## config.mk

```make
export PLATFORM = sky130hd
export DESIGN_NAME = column_top_k_select
export DESIGN_NICKNAME = d
export VERILOG_FILES = /design/src/ctks_pkg.sv /design/src/ctks_front.sv /design/src/ctks_queue.sv /design/src/ctks_back.sv /design/src/column_top_k_select.sv
export VERILOG_INCLUDE_DIRS = /design/src /design/src/src
export SDC_FILE = /design/constraint.sdc
export NUM_CORES = 2
export LEC_CHECK = 0
export BUFFER_PORTS_ARGS = -buffer_cell sky130_fd_sc_hd__buf_4
export CAP_MARGIN = 25
export CORE_MARGIN = 1
export CORE_UTILIZATION = 67
export DETAILED_ROUTE_END_ITERATION = 8
export PLACE_DENSITY = 0.84
export SLEW_MARGIN = 20
export SYNTH_ARGS = -nofsm -noshare
export SYNTH_HDL_FRONTEND = slang
export SYNTH_SLANG_ARGS = --single-unit
export TNS_END_PERCENT = 10
```

## constraint.sdc

```tcl
create_clock -name aclk -period 17.95 [get_ports aclk]
set_input_delay 0.8975 -clock aclk [delete_from_list [all_inputs] [get_ports aclk]]
set_output_delay 0.8975 -clock aclk [all_outputs]
set_load 0.005 [all_outputs]
```

## src/column_top_k_select_macros.svh

```systemverilog
// Assertion macros used by the column top-k selector back end.
`ifndef COLUMN_TOP_K_SELECT_MACROS_SVH
`define COLUMN_TOP_K_SELECT_MACROS_SVH

// Same-cycle implication, checked out of reset.
`define CTKS_ASSERT_NOW(label, ante, cons) \
    label: assert property (@(posedge aclk) disable iff (!aresetn) (ante) |-> (cons)) \
        else $error("ctks assertion failed");

// Next-cycle implication, checked out of reset.
`define CTKS_ASSERT_NEXT(label, ante, cons) \
    label: assert property (@(posedge aclk) disable iff (!aresetn) (ante) |=> (cons)) \
        else $error("ctks assertion failed");

`endif

```

## src/ctks_pkg.sv

```systemverilog
// Package: types, sizes and register codes of the column top-k selector.
package ctks_pkg;

    localparam int K_MAX      = 16;
    localparam int MAX_ROWS   = 65536;
    localparam int K_W        = $clog2(K_MAX + 1);
    localparam int ROW_W      = $clog2(MAX_ROWS);
    localparam int CNT_W      = $clog2(MAX_ROWS + 1);
    localparam int DIST_W     = 32;
    localparam int OUT_ROW_W  = 17;
    localparam int TOPC_W     = 5;

    localparam int QUEUE_DEPTH = 4;
    localparam int QPTR_W      = $clog2(QUEUE_DEPTH);

    localparam int CFG_IDX_W  = 8;
    localparam int CFG_DATA_W = 8;
    localparam logic [CFG_IDX_W-1:0] REG_TOP_COUNT      = CFG_IDX_W'(0);
    localparam logic [CFG_IDX_W-1:0] REG_SELECT_LARGEST = CFG_IDX_W'(1);

    typedef struct packed {
        logic [DIST_W-1:0] distance;
        logic              column_end;
    } ctks_in_t;

    typedef struct packed {
        logic [DIST_W-1:0]    best_distance;
        logic [OUT_ROW_W-1:0] row_index;
        logic                 last_of_run;
        logic                 overflow;
    } ctks_out_t;

    // One classified request as it sits in the queue.
    typedef struct packed {
        logic [DIST_W-1:0] distance;
        logic [ROW_W-1:0]  row;
        logic              drop;
        logic              column_end;
        logic              overflow;
    } ctks_item_t;

    typedef struct packed {
        logic [K_W-1:0] k;
        logic           select_largest;
    } ctks_cfg_t;

endpackage

```

## src/ctks_front.sv

```systemverilog
// Front end: counts rows per column and marks rows past the row limit.
module ctks_front
    import ctks_pkg::*;
(
    input  logic       aclk,
    input  logic       aresetn,
    input  logic       s_valid,
    output logic       s_ready,
    input  ctks_in_t   s_data,
    input  logic       q_full,
    output logic       push,
    output ctks_item_t item
);

    logic [CNT_W-1:0] row_cnt_reg, row_cnt_next;
    logic             ovf_reg, ovf_next;
    logic             drop;

    assign s_ready = !q_full;
    assign push    = s_valid && !q_full;
    assign drop    = row_cnt_reg >= CNT_W'(MAX_ROWS);

    always_comb begin
        item.distance   = s_data.distance;
        item.row        = row_cnt_reg[ROW_W-1:0];
        item.drop       = drop;
        item.column_end = s_data.column_end;
        item.overflow   = ovf_reg || drop;

        row_cnt_next = row_cnt_reg;
        ovf_next     = ovf_reg;
        if (push) begin
            if (s_data.column_end) begin
                row_cnt_next = '0;
                ovf_next     = 1'b0;
            end else begin
                row_cnt_next = drop ? row_cnt_reg : row_cnt_reg + CNT_W'(1);
                ovf_next     = ovf_reg || drop;
            end
        end
    end

    always_ff @(posedge aclk) begin
        if (!aresetn) begin
            row_cnt_reg <= '0;
            ovf_reg     <= 1'b0;
        end else begin
            row_cnt_reg <= row_cnt_next;
            ovf_reg     <= ovf_next;
        end
    end

endmodule

```

## src/ctks_queue.sv

```systemverilog
// Small FIFO of classified requests between front and back end.
module ctks_queue
    import ctks_pkg::*;
(
    input  logic       aclk,
    input  logic       aresetn,
    input  logic       push,
    input  ctks_item_t push_item,
    input  logic       pop,
    output ctks_item_t head,
    output logic       full,
    output logic       empty
);

    ctks_item_t        mem_reg [QUEUE_DEPTH];
    logic [QPTR_W-1:0] wr_ptr_reg, rd_ptr_reg;
    logic [QPTR_W:0]   count_reg;

    assign full  = count_reg == (QPTR_W+1)'(QUEUE_DEPTH);
    assign empty = count_reg == '0;
    assign head  = mem_reg[rd_ptr_reg];

    always_ff @(posedge aclk) begin
        if (push) begin
            mem_reg[wr_ptr_reg] <= push_item;
        end
    end

    always_ff @(posedge aclk) begin
        if (!aresetn) begin
            wr_ptr_reg <= '0;
            rd_ptr_reg <= '0;
            count_reg  <= '0;
        end else begin
            if (push) begin
                wr_ptr_reg <= wr_ptr_reg + QPTR_W'(1);
            end
            if (pop) begin
                rd_ptr_reg <= rd_ptr_reg + QPTR_W'(1);
            end
            if (push && !pop) begin
                count_reg <= count_reg + (QPTR_W+1)'(1);
            end else if (pop && !push) begin
                count_reg <= count_reg - (QPTR_W+1)'(1);
            end
        end
    end

endmodule

```

## src/ctks_back.sv

```systemverilog
// Back end: shift-insert cells holding the k best, and the result emitter.
`include "column_top_k_select_macros.svh"

module ctks_back
    import ctks_pkg::*;
(
    input  logic       aclk,
    input  logic       aresetn,
    input  ctks_cfg_t  cfg,
    input  ctks_item_t head,
    input  logic       q_empty,
    output logic       pop,
    output logic       m_valid,
    input  logic       m_ready,
    output ctks_out_t  m_data
);

    localparam logic ST_INSERT = 1'b0;
    localparam logic ST_EMIT   = 1'b1;

    logic              state_reg, state_next;
    logic [DIST_W-1:0] dist_reg [K_MAX];
    logic [DIST_W-1:0] dist_next [K_MAX];
    logic [ROW_W-1:0]  row_reg [K_MAX];
    logic [ROW_W-1:0]  row_next [K_MAX];
    logic [K_W-1:0]    held_reg, held_next;
    logic [K_W-1:0]    remain_reg, remain_next;
    logic              col_ovf_reg, col_ovf_next;
    logic              out_valid_reg, out_valid_next;
    ctks_out_t         out_data_reg, out_data_next;

    logic [K_W-1:0]    held_clip;
    logic [K_MAX-1:0]  hit;
    logic [K_W-1:0]    pos;
    logic              slot_free;
    logic              emit_load;

    assign slot_free = !out_valid_reg || m_ready;
    assign m_valid   = out_valid_reg;
    assign m_data    = out_data_reg;
    assign pop       = (state_reg == ST_INSERT) && !q_empty;
    assign emit_load = (state_reg == ST_EMIT) && (remain_reg != '0) && slot_free;

    // Parallel compare: a kept entry yields its place when the newcomer ranks strictly ahead.
    always_comb begin
        held_clip = (held_reg > cfg.k) ? cfg.k : held_reg;
        for (int i = 0; i < K_MAX; i++) begin
            hit[i] = (K_W'(i) < held_clip) &&
                     (cfg.select_largest ? (head.distance > dist_reg[i])
                                         : (head.distance < dist_reg[i]));
        end
        pos = held_clip;
        for (int i = K_MAX - 1; i >= 0; i--) begin
            if (hit[i]) begin
                pos = K_W'(i);
            end
        end
    end

    always_comb begin
        state_next     = state_reg;
        held_next      = held_reg;
        remain_next    = remain_reg;
        col_ovf_next   = col_ovf_reg;
        out_data_next  = out_data_reg;
        out_valid_next = out_valid_reg && !m_ready;
        for (int i = 0; i < K_MAX; i++) begin
            dist_next[i] = dist_reg[i];
            row_next[i]  = row_reg[i];
        end

        case (state_reg)
            ST_INSERT: begin
                if (!q_empty) begin
                    // a dropped row leaves the held count as it is
                    if (!head.drop) begin
                        held_next = held_clip;
                    end
                    if (!head.drop && (pos < cfg.k)) begin
                        if (pos == '0) begin
                            dist_next[0] = head.distance;
                            row_next[0]  = head.row;
                        end
                        for (int i = 1; i < K_MAX; i++) begin
                            if (K_W'(i) == pos) begin
                                dist_next[i] = head.distance;
                                row_next[i]  = head.row;
                            end else if (K_W'(i) > pos) begin
                                dist_next[i] = dist_reg[i-1];
                                row_next[i]  = row_reg[i-1];
                            end
                        end
                        if (held_clip < cfg.k) begin
                            held_next = held_clip + K_W'(1);
                        end
                    end
                    if (head.column_end) begin
                        state_next   = ST_EMIT;
                        remain_next  = head.drop ? held_clip : held_next;
                        col_ovf_next = head.overflow;
                    end
                end
            end
            ST_EMIT: begin
                if (remain_reg == '0) begin
                    held_next  = '0;
                    state_next = ST_INSERT;
                end else if (slot_free) begin
                    out_valid_next              = 1'b1;
                    out_data_next.best_distance = dist_reg[0];
                    out_data_next.row_index     = OUT_ROW_W'(row_reg[0]) + OUT_ROW_W'(1);
                    out_data_next.last_of_run   = remain_reg == K_W'(1);
                    out_data_next.overflow      = col_ovf_reg;
                    remain_next                 = remain_reg - K_W'(1);
                    // rank 0 leaves; the rest move up one place
                    for (int i = 0; i < K_MAX - 1; i++) begin
                        dist_next[i] = dist_reg[i+1];
                        row_next[i]  = row_reg[i+1];
                    end
                end
            end
            default: begin
                state_next = ST_INSERT;
            end
        endcase
    end

    always_ff @(posedge aclk) begin
        for (int i = 0; i < K_MAX; i++) begin
            dist_reg[i] <= dist_next[i];
            row_reg[i]  <= row_next[i];
        end
        out_data_reg <= out_data_next;
        col_ovf_reg  <= col_ovf_next;
        remain_reg   <= remain_next;
    end

    always_ff @(posedge aclk) begin
        if (!aresetn) begin
            state_reg     <= ST_INSERT;
            held_reg      <= '0;
            out_valid_reg <= 1'b0;
        end else begin
            state_reg     <= state_next;
            held_reg      <= held_next;
            out_valid_reg <= out_valid_next;
        end
    end

    `CTKS_ASSERT_NOW(a_held_bound, 1'b1, held_reg <= K_W'(K_MAX))
    `CTKS_ASSERT_NOW(a_pop_only_insert, pop, state_reg == ST_INSERT)
    `CTKS_ASSERT_NOW(a_emit_within_held, (state_reg == ST_EMIT) && (remain_reg != '0), remain_reg <= held_reg)
    `CTKS_ASSERT_NEXT(a_last_drains, emit_load && (remain_reg == K_W'(1)), (state_reg == ST_EMIT) && (remain_reg == '0) && out_valid_reg && out_data_reg.last_of_run)

endmodule

```

## src/column_top_k_select.sv

```systemverilog
// Top level of the streaming per-column top-k selector.
//
//  channel | valid     | ready     | payload                     | request
//  --------+-----------+-----------+-----------------------------+-------------------------------
//  input   | s_valid   | s_ready   | s_data    (ctks_in_t)       | one distance, end-of-column bit
//  result  | m_valid   | m_ready   | m_data    (ctks_out_t)      | one ranked distance and row
//  config  | cfg_valid | cfg_ready | cfg_index, cfg_data         | one register write
//
// The back end inserts a non-final request as it pops it; the front end and the
// four-deep queue keep accepting while the back end works or stalls, until the queue is full.
// A column-end request passes through the back end as insert, n results through the
// output register, then clear, with n = min(k, rows kept).
// Output stalls hold the emitter only; the queue absorbs up to four further requests.
// Reset (aresetn low, synchronous) clears counters, queue and held count; k = 1, ascending.
// Kept entries have no reset: only entries below the held count are ever read.
module column_top_k_select
    import ctks_pkg::*;
(
    input  logic                  aclk,
    input  logic                  aresetn,
    // input requests
    input  logic                  s_valid,
    output logic                  s_ready,
    input  ctks_in_t              s_data,
    // result requests
    output logic                  m_valid,
    input  logic                  m_ready,
    output ctks_out_t             m_data,
    // register writes
    input  logic                  cfg_valid,
    output logic                  cfg_ready,
    input  logic [CFG_IDX_W-1:0]  cfg_index,
    input  logic [CFG_DATA_W-1:0] cfg_data
);

    logic [TOPC_W-1:0] top_count_reg;
    logic              select_largest_reg;
    ctks_cfg_t         cfg;

    ctks_item_t        push_item;
    ctks_item_t        head;
    logic              push;
    logic              pop;
    logic              q_full;
    logic              q_empty;

    // Writes are always taken; the user must send them only while the block is idle, as the block does not enforce it.
    assign cfg_ready = 1'b1;

    always_ff @(posedge aclk) begin
        if (!aresetn) begin
            top_count_reg      <= TOPC_W'(1);
            select_largest_reg <= 1'b0;
        end else if (cfg_valid) begin
            case (cfg_index)
                REG_TOP_COUNT: begin
                    top_count_reg <= cfg_data[TOPC_W-1:0];
                end
                REG_SELECT_LARGEST: begin
                    select_largest_reg <= cfg_data[0];
                end
                default: begin
                end
            endcase
        end
    end

    // Effective k: register value saturated at the cell count.
    always_comb begin
        if (32'(top_count_reg) > 32'(K_MAX)) begin
            cfg.k = K_W'(K_MAX);
        end else begin
            cfg.k = K_W'(top_count_reg);
        end
        cfg.select_largest = select_largest_reg;
    end

    ctks_front u_front (
        .aclk    (aclk),
        .aresetn (aresetn),
        .s_valid (s_valid),
        .s_ready (s_ready),
        .s_data  (s_data),
        .q_full  (q_full),
        .push    (push),
        .item    (push_item)
    );

    ctks_queue u_queue (
        .aclk      (aclk),
        .aresetn   (aresetn),
        .push      (push),
        .push_item (push_item),
        .pop       (pop),
        .head      (head),
        .full      (q_full),
        .empty     (q_empty)
    );

    ctks_back u_back (
        .aclk    (aclk),
        .aresetn (aresetn),
        .cfg     (cfg),
        .head    (head),
        .q_empty (q_empty),
        .pop     (pop),
        .m_valid (m_valid),
        .m_ready (m_ready),
        .m_data  (m_data)
    );

endmodule
```

Word level (Yosys, flattened, before mapping)
Memories as Yosys holds them, arrays and structs flattened. A register that Yosys moved wholly into a read port is not among the register bits.
Cells that the tools add are included.
W data, S select, Z words.
{"block": "classes", "addsub": 8, "multipliers": 0, "div": 0, "n_lt_le_gt_ge": 68, "n_eq_ne": 24, "shift": 0, "mux": 136, "n_bitwise": 3, "reduce_logical": 43}
{"cell": "$mux W32", "count": 32}
{"cell": "$mux W512", "count": 2}
{"cell": "$mux W480", "count": 2}
{"cell": "$pmux W480 S2", "count": 1}
{"cell": "$gt A32 B32 Y1", "count": 16}
{"cell": "$lt A32 B32 Y1", "count": 16}
{"cell": "$mux W16", "count": 32}
{"cell": "$mux W256", "count": 2}
{"cell": "$mux W240", "count": 2}
{"cell": "$pmux W240 S2", "count": 1}
{"cell": "$mux W5", "count": 28}
{"cell": "$eq A4 B5 Y1 const A", "count": 8}
{"cell": "$gt A4 B5 Y1 const A", "count": 8}
{"cell": "$lt A4 B5 Y1 const A", "count": 8}
{"cell": "$mux W17", "count": 2}
{"cell": "$mux W1", "count": 25}
{"cell": "$logic_and A1 B1 Y1", "count": 22}
{"cell": "$eq A3 B5 Y1 const A", "count": 4}
{"cell": "$gt A3 B5 Y1 const A", "count": 4}
{"cell": "$lt A3 B5 Y1 const A", "count": 4}
{"cell": "$pmux W5 S2", "count": 2}
{"cell": "$add A16 B1 Y17 const B", "count": 1}
{"cell": "$add A17 B1 Y17 const B", "count": 1}
{"cell": "$ge A17 B17 Y1 const B", "count": 1}
{"cell": "other kinds (31)", "count": 58}
{"block": "totals", "register_bits": 95, "latch_bits": 0, "mem_bits_rw": 972, "rom_bits": 0, "output_inout_bits": 54, "word_cells": 301, "memories": 3}
{"name": "u_back.dist_reg", "depth": 16, "width": 32, "rd": 16, "rd_clocked_by_memory_dff": 0, "write_ports": 16, "line": "ctks_back.sv:22", "text": "logic [DIST_W-1:0] dist_reg [K_MAX];"}
{"name": "u_back.row_reg", "depth": 16, "width": 16, "rd": 16, "rd_clocked_by_memory_dff": 0, "write_ports": 16, "line": "ctks_back.sv:24", "text": "logic [ROW_W-1:0] row_reg [K_MAX];"}
{"name": "u_queue.mem_reg", "depth": 4, "width": 51, "rd": 1, "rd_clocked_by_memory_dff": 1, "write_ports": 1, "line": "ctks_queue.sv:15", "text": "ctks_item_t mem_reg [QUEUE_DEPTH];"}

Longest topological paths before layout
{"block": "logic_depth", "word_depth": 29, "mapped_depth": 30}

Modules after synthesis
From an unflattened synthesis, not the netlist that was laid out.
{"block": "unflattened", "hier_cells": 5635, "area_unflattened_um2": 62578.8}
{"mod": "ctks_back", "n_inst": 1, "cells_per_inst": 5135, "area_each_um2": 53127.2, "seq_area_each_um2": 24913.9}
{"mod": "ctks_queue", "n_inst": 1, "cells_per_inst": 310, "area_each_um2": 7863.8, "seq_area_each_um2": 6306.0}
{"mod": "ctks_front", "n_inst": 1, "cells_per_inst": 154, "area_each_um2": 1268.7, "seq_area_each_um2": 360.3}
{"mod": "column_top_k_select", "n_inst": 1, "cells_per_inst": 36, "area_each_um2": 319.1, "seq_area_each_um2": 120.1}

Worst setup path before layout
Ideal clock, no wire load.
{"block": "synth_path", "path_kind": "register to register", "startpoint": "register (tool-made name)", "endpoint": "memory u_back.dist_reg[5][0], in the netlist u_back.dist_reg[2][32] (enable)", "setup_ps": 513, "arrival_time_ps": 10091, "required_ps": 17437, "slack_ps": 7346, "stages_incl_launch_ff": 25, "path_buffers": 4, "path_cell_list": "dfxtp_1 clkbuf_1 buf_1 clkbuf_1 mux4_2 clkbuf_1 ha_1 nand3_1 or3_1 nor4_2 nand2_1 o21ai_0 mux2i_1 a21o_1 or4b_4 nor4_1 ha_1 nand4_1 o21ai_0 nor3_1 a22oi_1 a21o_1 o21ai_0 o211ai_1 nor3_1"}
{"item": "end: declaration", "line": "ctks_back.sv:22"}

==> impl_metrics.toml <==
[routing]
routed_wirelength_um = 149000
dr_total_vias = 44333
wl_per_cell_um = 22.2
firstDrtPassIters = 5
vias_per_cell = 6.62
final_antenna_net_count = 0
drt-initial-drc-count = 4724
remaining_drc_errors = 0

[final_layout]
largest_reg_flops = 512
drive_above_1_share_pct = 9.90
nets = 5953
n_antenna_cell = 0
multiInputGateArea_um2 = 27300
fill_cells = 5821
regArea_um2 = 31700
area_growth_pct = 9.31

[clock_tree]
post_cts_buffers = 0
cts_max_level = 3
path_clk_slew_ns = 0.06
cts_buffers = 110
cts_tree = "done"
clockBufferDepth = 3
insertion_delay_ns = 0.71
post_cts_resize_count = 0
root_buffer = "clkbuf_16"
clkSinkCount = 1069
postCtsHoldBufs = 0

[run_status]
status = "complete, no violations"

[die]
io_pins = 108
fp.dieW_um = 307
start_util_pct = 67.7
row_count = 111
die_y_um = 307
core_region_area_um2 = 91800
dieArea_um2 = 94000

[synth]
synth_cells = 5367
syn_area_um2 = 62200
synth_seq_area_share_pct = 51.0
yosysTopAreaCell = "edfxtp_1"
synth_top_area_share_pct = 49.7
yosysMostFrequentCell = "edfxtp_1"
synth_edf_count = 1029
synthTopCellsByArea = "edfxtp_1 (50%), ha_1 (11%), mux2i_1 (7.9%)"
async_reset_ff_share_pct = 0
syn_area_per_cell_um2 = 11.6
yosysWarnings = 0
synthesis.nets = 5959
synth_commonest_cells = "edfxtp_1 (1029), inv_1 (540), ha_1 (537), mux2i_1 (489), nand2_1 (345)"
synthFlopType = "edfxtp_1"
ys_types = 95
ys_seq_elements = 1069

[critical_path]
endpoint = "u_back.row_reg[0][16]"
start_kind = "flip-flop"
endpoint_kind = "flip-flop"
critPathArrivalTime_ns = 10.60
worst-path-max-fanout = 75
critPathMaxStageDelay_ns = 0.82
crit_top_cell = "buf_4"
reg2reg_depth = 26
critPathSlowestCell = "nor4_1"
required_ns = 18.44
r2r_slack_ns = 7.83
critPathKind = "reg -> reg"
r2r_end = "u_back.row_reg[0][16]"

[placed_design]
place_congestion = 0.920
dp_slack_ns = 7.50
io_buffer_count = 103
dp_hpwl_um = 103000

[sta]
clock-skew-final_ns = 0.0286
worst_hold_slack_ns = 0.379
rsz0062_at_grt = "no"
finalCriticalPeriod_ns = 10.12
final_max_slew_viol_count = 0
worst_pin_slew_ns = 1.24
tns_ns = 0
slew_headroom_pct = 16.8
fmax_mhz = 98.8
setup_slack_ns = 7.83
hold_viol_final = 0
min_period_over_period_pct = 56.4
setup-violations-final = 0

[global_route]
grt_pass1_vias = 42918
grt_pass1_wl_um = 234000
grt_max_degree = 244
grt_util_all_layers_pct = 31.3
overflow = 0
antenna_found_initial = 0

[flow_run]
maxCapViolations = 0

[min_path]
min-delay-path-class = "in -> reg"
-- cells by family after synthesis --
kind of cell | share of synthesized area (%)
fa+ha+maj | 10.8
other cells | 0.00603
mux | 10.7
compound gates | 13.6
flops | 51.0
simple gates | 7.76
xor+xnor | 0.564
buf+inv | 5.52
-- cell type report --
| type | count | area share [%] |
|---|---|---|
| clock buffer | 138 | 4.25 |
| sequential | 1069 | 46.7 |
| multi-input combinational | 3431 | 40.1 |
| inverter | 548 | 3.04 |
| clock inverter | 68 | 1.18 |
| timing repair buffer | 201 | 2.42 |
| tap | 1243 | 2.29 |
-- cells in the final DEF (no fill, tap or decap), types with 37 or more instances in the layout --
cell	Yosys	routed
mux4_2	51	51
ha_1	537	537
o21ai_0	185	185
o21ai_1	105	105
nand3_1	93	93
nor2_1	234	221
edfxtp_1	1029	1029
o22ai_1	318	318
clkbuf_16	0	111
dfxtp_1	40	37
nand4_1	95	95
a221o_1	197	197
inv_1	540	539
buf_4	13	189
a21oi_1	186	180
mux2i_1	489	489
a21o_1	59	59
nand2_1	345	344
and2_1	68	68
mux2_2	52	52
-- critical path: cells and delay by family, from the launching register on --
| family | cells | cell delay (ns) |
|---|---|---|
| AND/OR/NAND/NOR | 7 | 2.45 |
| AO/OA/AOI/OAI | 10 | 2.79 |
| multiplexers | 1 | 0.81 |
| adder cells (fa/ha/maj) | 2 | 0.68 |
| buffers and inverters | 6 | 2.46 |
| flip-flops | 1 | 0.61 |
-- layer usage --
layer / GRT usage [%] / part of all wire, %
met2: 49.8 / 46
met5: 0 / 0
met4: 11.4 / 3.4
met3: 4.19 / 8.4
met1: 44.1 / 42
-- worst min path at each step --
| stage | from | end | slack (ns) | cells after the start |
|---|---|---|---|---|
| after floorplan | u_back.col_ovf_reg | u_back.m_data[0] | 0.40 | 0 |
| after global placement | u_back.col_ovf_reg | u_back.m_data[0] | 0.43 | 0 |
| after detailed placement | u_back.col_ovf_reg | u_back.m_data[0] | 0.43 | 0 |
| after CTS | s_data[15] | u_queue.mem_reg[0][33] | 0.34 | 1 |
| after global routing | s_data[15] | u_queue.mem_reg[0][33] | 0.35 | 1 |
| final | s_data[15] | u_queue.mem_reg[0][33] | 0.38 | 1 |
-- metrics by stage --
step | utilization, % | instances | cell area [um^2]
6_report | 74.0 | 6698 | 67900
5_1_grt | 74.0 | 6698 | 67900
4_1_cts | 73.8 | 6690 | 67800
3_5_place_dp | 69.8 | 6484 | 64100
3_3_place_gp | 69.8 | 6481 | 64100
2_1_floorplan | - | 5367 | 62200
Power is not shown: default switching activity piles up to over one toggle a cycle in this logic, so the estimate is an artifact.
